$ cat config.mk
export PLATFORM = sky130hd
export DESIGN_NAME = srs_window
export DESIGN_NICKNAME = d
export VERILOG_FILES = /design/src/srs_pkg.sv /design/src/srs_window.sv
export SDC_FILE = /design/constraint.sdc
export NUM_CORES = 1
export LEC_CHECK = 0
export BUFFER_PORTS_ARGS = -buffer_cell sky130_fd_sc_hd__buf_2
export CAP_MARGIN = 25
export CORE_UTILIZATION = 61
export CTS_BUF_LIST = sky130_fd_sc_hd__clkbuf_4
export DETAILED_ROUTE_END_ITERATION = 12
export GPL_TIMING_DRIVEN = 0
export PLACE_DENSITY = 0.85
export SKIP_LAST_GASP = 1
export SYNTH_ARGS = -nofsm -noshare
export SYNTH_HDL_FRONTEND = slang
export SYNTH_SLANG_ARGS = --single-unit
$ cat constraint.sdc
create_clock -name clk_i -period 9.65 [get_ports clk_i]
set_input_delay 1.93 -clock clk_i [delete_from_list [all_inputs] [get_ports clk_i]]
set_output_delay 1.93 -clock clk_i [all_outputs]
set_load 0.1 [all_outputs]
$ cat src/srs_pkg.sv
`timescale 1ns / 1ps
// ----------------------------------------------------------------------------
// srs_pkg: shared definitions for the sorted range search block
// Widths, codes, reset values and control structs used across the block.
// ----------------------------------------------------------------------------
package srs_pkg;

  localparam int unsigned DEPTH_DEF = 1024;

  localparam int unsigned FUNC_W    = 2;
  localparam int unsigned VAL_W     = 32;
  localparam int unsigned TOL_W     = 31;
  localparam int unsigned ST_W      = 2;
  localparam int unsigned IDX_OUT_W = 10;
  localparam int unsigned CNT_OUT_W = 11;
  localparam int unsigned BOUND_W   = 34;

  localparam logic [TOL_W-1:0] TOL_RESET = 31'd32768;

  typedef enum logic [FUNC_W-1:0] {
    FN_CLEAR  = 2'd0,
    FN_APPEND = 2'd1,
    FN_QUERY  = 2'd2,
    FN_NOP    = 2'd3
  } func_e;

  typedef enum logic [ST_W-1:0] {
    ST_OK       = 2'd0,
    ST_NO_MATCH = 2'd1,
    ST_FULL     = 2'd2,
    ST_ORDER    = 2'd3
  } status_e;

  typedef enum logic [2:0] {
    S_IDLE,
    S_EXEC,
    S_LB_RD,
    S_LB_CMP,
    S_UB_RD,
    S_UB_CMP,
    S_FIN
  } state_e;

  // Control of the shared window comparator.
  typedef struct packed {
    logic load;   // capture new window bounds from target and tolerance
    logic upper;  // compare against the upper bound instead of the lower one
  } win_ctrl_t;

endpackage

$ cat src/srs_window.sv
`timescale 1ns / 1ps
// ----------------------------------------------------------------------------
// srs_window: window bounds and shared element comparator
// Holds the lower bound and one past the upper bound of the query window and
// tells whether an element lies at or above the selected bound.
// ----------------------------------------------------------------------------
module srs_window (
  input  logic                              clk_i,
  input  srs_pkg::win_ctrl_t                ctrl_i,
  input  logic signed [srs_pkg::VAL_W-1:0]  target_i,
  input  logic        [srs_pkg::TOL_W-1:0]  tol_i,
  input  logic signed [srs_pkg::VAL_W-1:0]  elem_i,
  output logic                              ge_o
);

  logic signed [srs_pkg::BOUND_W-1:0] target_ext;
  logic signed [srs_pkg::BOUND_W-1:0] tol_ext;
  logic signed [srs_pkg::BOUND_W-1:0] elem_ext;
  logic signed [srs_pkg::BOUND_W-1:0] lo_q;
  logic signed [srs_pkg::BOUND_W-1:0] hi1_q;

  assign target_ext = {{(srs_pkg::BOUND_W - srs_pkg::VAL_W){target_i[srs_pkg::VAL_W-1]}},
                       target_i};
  assign tol_ext    = {{(srs_pkg::BOUND_W - srs_pkg::TOL_W){1'b0}}, tol_i};
  assign elem_ext   = {{(srs_pkg::BOUND_W - srs_pkg::VAL_W){elem_i[srs_pkg::VAL_W-1]}},
                       elem_i};

  // The upper search looks for the first element above target + tolerance,
  // which is the first element at or above that bound plus one.
  always_ff @(posedge clk_i) begin
    if (ctrl_i.load) begin
      lo_q  <= target_ext - tol_ext;
      hi1_q <= target_ext + tol_ext + srs_pkg::BOUND_W'(1);
    end
  end

  assign ge_o = elem_ext >= (ctrl_i.upper ? hi1_q : lo_q);

endmodule

## Word-level counts from Yosys, hierarchy flattened

Cells that the tools add are included.

| storage, ports and cells | value |
|---|---|
| register bits | 68 |
| latch bits | 0 |
| RAM bits | 0 |
| memory bits (read-only) | 0 |
| output and inout bits | 1 |
| memories | 0 |

| cells by class | value |
|---|---|
| add/sub/neg operators | 3 |
| $mul | 0 |
| divide/modulo/power cells | 0 |
| $lt $le $gt $ge | 1 |
| eq/ne operators | 0 |
| shift operators | 0 |
| muxes and demuxes | 1 |
| bitwise gates (word level) | 0 |
| reduce and logical (&&, ||, !) cells | 0 |

Operators by type and width:

| kind | count |
|---|---|
| $add A33 B2 Y34 const B | 1 |
| $ge A32 B34 Y1 | 1 |
| $mux W34 | 1 |
| $add A32 B32 Y33 | 1 |
| $sub A32 B32 Y33 | 1 |

## Depth between registers and ports, before layout

Gate-level depths: netlist of the first run.

| logic depth | value |
|---|---|
| depth in word-level cells | 2 |
| depth in mapped cells | 13 |
| gate-level depth less buffers | 13 |

## Worst setup path before layout of the first run

OpenSTA, ideal clock, no wires.

| timing path | value |
|---|---|
| path kind | input-to-output |
| start | input port ctrl_i[0] in the netlist's numbering |
| end | output port ge_o |
| arrival | 4.902 ns |
| required time | 7.720 ns |
| path slack | 2.818 ns |
| stages on the path | 13 |
| cell sequence | clkbuf_1 clkbuf_1 mux2i_1 ha_1 a21o_1 a21o_1 a21oi_1 o21ai_0 nand2_1 o2111ai_1 a221oi_1 xnor2_1 nand2_1 |

| on the way | value |
|---|---|
| longest elaborated chain between the ends | 2 |

Ends and longest elaborated chain:

| element | RTL line | text |
|---|---|---|
| start: declaration | srs_window.sv:9 | `input srs_pkg::win_ctrl_t ctrl_i,` |
| $mux W34 | srs_window.sv:37 | `assign ge_o = elem_ext >= (ctrl_i.upper ? hi1_q : lo_q);` |
| $ge A32 B34 Y1 | srs_window.sv:37 |  |
| end: declaration | srs_window.sv:13 | `output logic ge_o` |

Every way passes these cells.

## Worst setup path in the final report of the first run

Ends and elaborated chain as after synthesis.

==> results_dict.tcl, run 1 <==
set metrics [dict create \
    rsz0062_at_grt "no" \
    drc 0 \
    clockBufferDepth 2 \
    syn_inst 677 \
    p_per_area_nw_per_um2 131 \
    hold_path_class "primary input to flip-flop" \
    required_ns 7.72 \
    yosys.area_share.simple 0.106 \
    antenna_found_initial 1 \
    gp_congestion 0.922 \
    hold_path.startpoint "target_i[31]" \
    startpoint_type "primary input" \
    synth_largest_area_cell "edfxtp_1" \
    dp_hpwl_microns 11900 \
    placed_area_sq_um 7140 \
    final_cell_area_sq_um 7280 \
    grt_remaining_overflow 0 \
    dpl_worst_slack_ns 2.28 \
    hold_viol 0 \
    routed_via_density 5.84 \
    tns_ns 0 \
    grt_pass1_vias 5076 \
    syn2layout_area_growth_pct 12.6 \
    clkTransAtPathRegs_ns 0.12 \
    fmax_mhz 136 \
    drive_gt1_frac 0.183 \
    synth_top_area_frac 0.311 \
    syn_area_sq_um 6460 \
    grt_max_degree 37 \
    static-leakage-power_nw 3.40 \
    drtIter0Drc 404 \
    grt_pass1_wl_microns 23300 \
    status "completed" \
    die_w_microns 105 \
    fin_crit_ns 7.37 \
    dieArea_sq_um 11000 \
    async_reset_ff_frac 0 \
    synth-xor-area-share 0.0786 \
    num-fill-cells 798 \
    die_h_microns 105 \
    synth_compound_area_frac 0.205 \
    syn-num-nets 873 \
    yosysSeqAreaShare 0.311 \
    max_slew_margin 0.414 \
    synth_common_cells "ha_1 (96), edfxtp_1 (67), inv_1 (64), a21oi_1 (63), nor2_1 (54)" \
    cts_resized 0 \
    finalNetCount 982 \
    regArea_sq_um 2010 \
    postRouteAntennaNets 0 \
    whs_endpoint "lo_q[31]" \
    tritoncts "yes" \
    criticalPathCategory "primary input to primary output" \
    post_drt_wl_per_cell_microns 15.6 \
    yosysWarnings 0 \
    postCtsHoldBufs 0 \
    post-route-util 0.708 \
    htreeDepth 3 \
    cts_root_buf "clkbuf_4" \
    cts_made_buffers 9 \
    postCtsSetupRepairBufs 0 \
    ioPinCount 99 \
    vias 5421 \
    synth_seq_cells 67 \
    synth.most_common_cell "ha_1" \
    clock-sinks 67 \
    multiInputGateArea_sq_um 4080 \
    crit_arrival_ns 5.44 \
    synth_top_family_by_area "compound AO/OA/AOI/OAI gates" \
    synth_cell_type_count 69 \
    synth_area_leaders "edfxtp_1 (31%), ha_1 (19%), xnor2_1 (6.2%)" \
    fin_crit_sh 0.764 \
    synthAdderAreaFrac 0.192 \
    setup_slack_ns 2.28 \
    port_buffers 97 \
    synth_edf_count 67 \
    avgSynthCellArea_sq_um 9.55 \
    worst_slew_pin_slew_ns 0.879 \
    setup_violations 0 \
    synth_ff_type "edfxtp_1" \
    rows 37 \
    cp_max_fo 10 \
    max_cap_viol_count 0 \
    start_util 0.629 \
    synth.area.mux_share 0.0497 \
    grt_usage 0.265 \
    critPathCaptureType "primary output" \
    coreArea_sq_um 10300 \
    maxSlewViolCount 0 \
    worstHoldPathCells 2 \
    dr.pass1.iters 5 \
    vdd_drop_max_mv 0.0816 \
    routed_wl_microns 14400 \
]
[power breakdown]
part           switching, mW  leakage, nW  internal, mW
combinational          0.218         2.67         0.156
clock                  0.103       0.0733        0.0780
sequential            0.0114        0.656         0.382
[critical path, cell delays in order]
cell,delay [ns]
clkbuf_1,0.42
clkbuf_1,0.72
mux2i_1,0.30
ha_1,0.28
a21o_1,0.18
a21o_1,0.17
a21oi_1,0.29
o2111ai_1,0.17
a221oi_1,0.37
xnor2_1,0.10
nand2_1,0.08
buf_2,0.42
[final cells by class]
| cell class | count | area share |
|---|---|---|
| Antenna cell | 1 | 0.000344 |
| Inverter | 67 | 0.0346 |
| Clock buffer | 9 | 0.00928 |
| Buffer | 26 | 0.0163 |
| Tap cell | 136 | 0.0234 |
| Multi-Input combinational cell | 517 | 0.561 |
| Timing Repair Buffer | 98 | 0.0695 |
| Sequential cell | 67 | 0.276 |
| Clock inverter | 7 | 0.00946 |
[layout by cell type, fill, tap and decap left out, types with 18 or more instances in the layout]
cell,netlist,layout
a21o_1,32,32
a21oi_1,63,63
buf_2,5,102
clkbuf_1,18,18
edfxtp_1,67,67
ha_1,96,96
inv_1,64,64
mux2i_1,31,31
nand2_1,22,22
nor2_1,54,54
o21ai_0,26,26
xnor2_1,46,46
[how the worst max path moves through the flow]
stage / start / end / depth (start not counted)
final: ctrl_i[0] / ge_o / 12
after global routing: ctrl_i[0] / ge_o / 12
after CTS: ctrl_i[0] / ge_o / 12
after detailed placement: ctrl_i[0] / ge_o / 12
after global placement: ctrl_i[0] / ge_o / 12
after floorplan: ctrl_i[0] / ge_o / 13
[state kept, by name (all words and copies together), names as in the netlist]
name	count
hi1_q	34
lo_q	33
[stage by stage]
stage,total power [mW],hold slack (ns),instances
2_1_floorplan,0.666,2.04,677
3_3_place_gp,0.753,2.31,910
3_5_place_dp,0.771,2.31,911
4_1_cts,0.949,1.87,927
5_1_grt,1.01,1.86,927
6_report,0.950,1.88,928
[layer usage]
metal	track usage	up-vias	share of wire
met2	0.439	205	0.46
li1	-	2669	-
met5	0	-	0
met3	0.0424	31	0.065
met1	0.353	2516	0.45
met4	0.0915	0	0.024
[logic make-up (layout without fill, tap and decap cells)]
kind of cell,after synthesis,in the layout
compound gates,189,189
xor+xnor,58,58
fa+ha+maj,98,98
buf+inv,93,207
flops,67,67
mux,32,32
other cells,0,1
simple gates,140,140
Power figures use the tool's default switching activity.
==> run 2: changes to the inputs <==
CORE_UTILIZATION = 60   (was 61)
PLACE_DENSITY = 0.84   (was 0.85)
clock period = 7.4 ns   (was 9.65 ns; I/O delays follow)
==> run 2 against run 1 <==
  * Largest power group unchanged
  * Cell count decreased by 0.11%
  * Critical endpoint unchanged
  * Critical path depth unchanged
  * Clock-buffer cell count increased by 2
  * Via count increased by 0.50%
  * Sequential share of layout area about the same
  * Die area increased by 1.6%
  * Power increased by 31%
  * First-iteration DRC count decreased by 10%
  * Core utilization decreased by 0.66 points
  * Non-clock buffer count unchanged
  * Hold slack got worse by 0.44 ns
==> results_dict.tcl, run 2 (same netlist as run 1, synthesis figures left out) <==
set metrics [dict create \
    diodes 0 \
    regMostFlops "hi1_q" \
    worstHoldPathCells 2 \
    dr.pass1.iters 5 \
    grt_pass1_wl_microns 24500 \
    max_cap_viol_count 0 \
    hold_viol 0 \
    criticalPathCategory "primary input to primary output" \
    startpoint_type "primary input" \
    setup_slack_ns 0.968 \
    syn2layout_area_growth_pct 12.6 \
    max_slew_margin 0.433 \
    cts_root_buf "clkbuf_4" \
    rsz0062_at_grt "no" \
    fin_crit_ns 6.43 \
    final_cell_mix "buf_2 (102), ha_1 (96), edfxtp_1 (67)" \
    largest_reg_flops 34 \
    crit_arrival_ns 4.95 \
    postRouteAntennaNets 0 \
    dp_cells 911 \
    routed_via_density 5.88 \
    clkTransAtPathRegs_ns 0.11 \
    status "completed" \
    coreArea_sq_um 10400 \
    reg_top3 "hi1_q: 34 flops, lo_q: 33 flops" \
    finalNetCount 982 \
    dpl_worst_slack_ns 0.929 \
    routed_wl_microns 15100 \
    cts_made_buffers 9 \
    drtIter0Drc 362 \
    critPathCaptureType "primary output" \
    post_drt_wl_per_cell_microns 16.3 \
    hold_path_class "primary input to flip-flop" \
    hold_path.startpoint "target_i[31]" \
    final_common_cell "buf_2" \
    postCtsHoldBufs 0 \
    fin_crit_sh 0.869 \
    grt_pass1_vias 5404 \
    grt_usage 0.278 \
    grt_max_degree 39 \
    postCtsSetupRepairBufs 0 \
    drive_gt1_frac 0.185 \
    final_cell_count_no_fill 927 \
    drc 0 \
    setup_violations 0 \
    fmax_mhz 155 \
    maxSlewViolCount 0 \
    tns_ns 0 \
    clockBufferDepth 2 \
    gp_congestion 0.972 \
    required_ns 5.92 \
    cp_max_fo 10 \
    dieArea_sq_um 11200 \
    clock-sinks 67 \
    worst_slew_pin_slew_ns 0.850 \
    start_util 0.623 \
    cts_resized 0 \
    placed_area_sq_um 7140 \
    port_buffers 97 \
    p_per_area_nw_per_um2 171 \
    vdd_drop_max_mv 0.0802 \
    htreeDepth 3 \
    die_h_microns 106 \
    vias 5448 \
    rows 37 \
    dp_hpwl_microns 12400 \
    static-leakage-power_nw 3.40 \
    final_cell_area_sq_um 7280 \
    whs_endpoint "lo_q[31]" \
    grt_remaining_overflow 0 \
    die_w_microns 106 \
    ioPinCount 99 \
    post-route-util 0.702 \
    antenna_found_initial 0 \
    tritoncts "yes" \
]
run 2: changes by cell type in the layout (fill, tap and decap cells not counted), sizes merged:
cell,before,now
clkbuf,27,29
clkinv,7,6
clkinvlp,1,0
diode,1,0
run 2: worst max path at each step:
stage / start / endpoint / slack [ns] / depth (start not counted)
floorplan: ctrl_i[0] / ge_o / 1.47 / 13
global placement: ctrl_i[0] / ge_o / 0.99 / 12
detailed placement: ctrl_i[0] / ge_o / 0.93 / 12
CTS: ctrl_i[0] / ge_o / 0.92 / 12
global route: ctrl_i[0] / ge_o / 0.68 / 12
finish: ctrl_i[0] / ge_o / 0.97 / 12
run 2: cell type report:
cell class	count	area, sq um
buffer	26	119
clock buffer	11	82.6
clock inverter	5	53.8
fill	821	3090
inverter	67	251
multi-input combinational	517	4080
sequential	67	2010
tap	136	170
timing repair buffer	98	505
run 2: stage by stage:
step / power [mW] / hold WS (ns)
after floorplan: 0.868 / 1.59
after global placement: 0.984 / 1.86
after detailed placement: 1.01 / 1.86
after CTS: 1.24 / 1.42
after global routing: 1.32 / 1.42
final: 1.25 / 1.45
run 2: power breakdown:
part	internal [mW]	switching [mW]
registers	0.499	0.0148
clock network	0.110	0.129
logic	0.204	0.289
run 2: metal layers:
metal / track usage / vias up / wire length, microns
met2: 0.481 / 203 / 7240
met3: 0.0340 / 28 / 1030
li1: - / 2666 / -
met1: 0.354 / 2551 / 6420
met4: 0.109 / 0 / 384
met5: 0 / - / 0
run 2: critical path, cell delays in order:
cell and delay (ns):
clkbuf_1 0.40, clkbuf_1 0.70, mux2i_1 0.31, ha_1 0.28
a21o_1 0.18, a21o_1 0.17, a21oi_1 0.30, o2111ai_1 0.17
a221oi_1 0.37, xnor2_1 0.11, nand2_1 0.07, buf_2 0.42
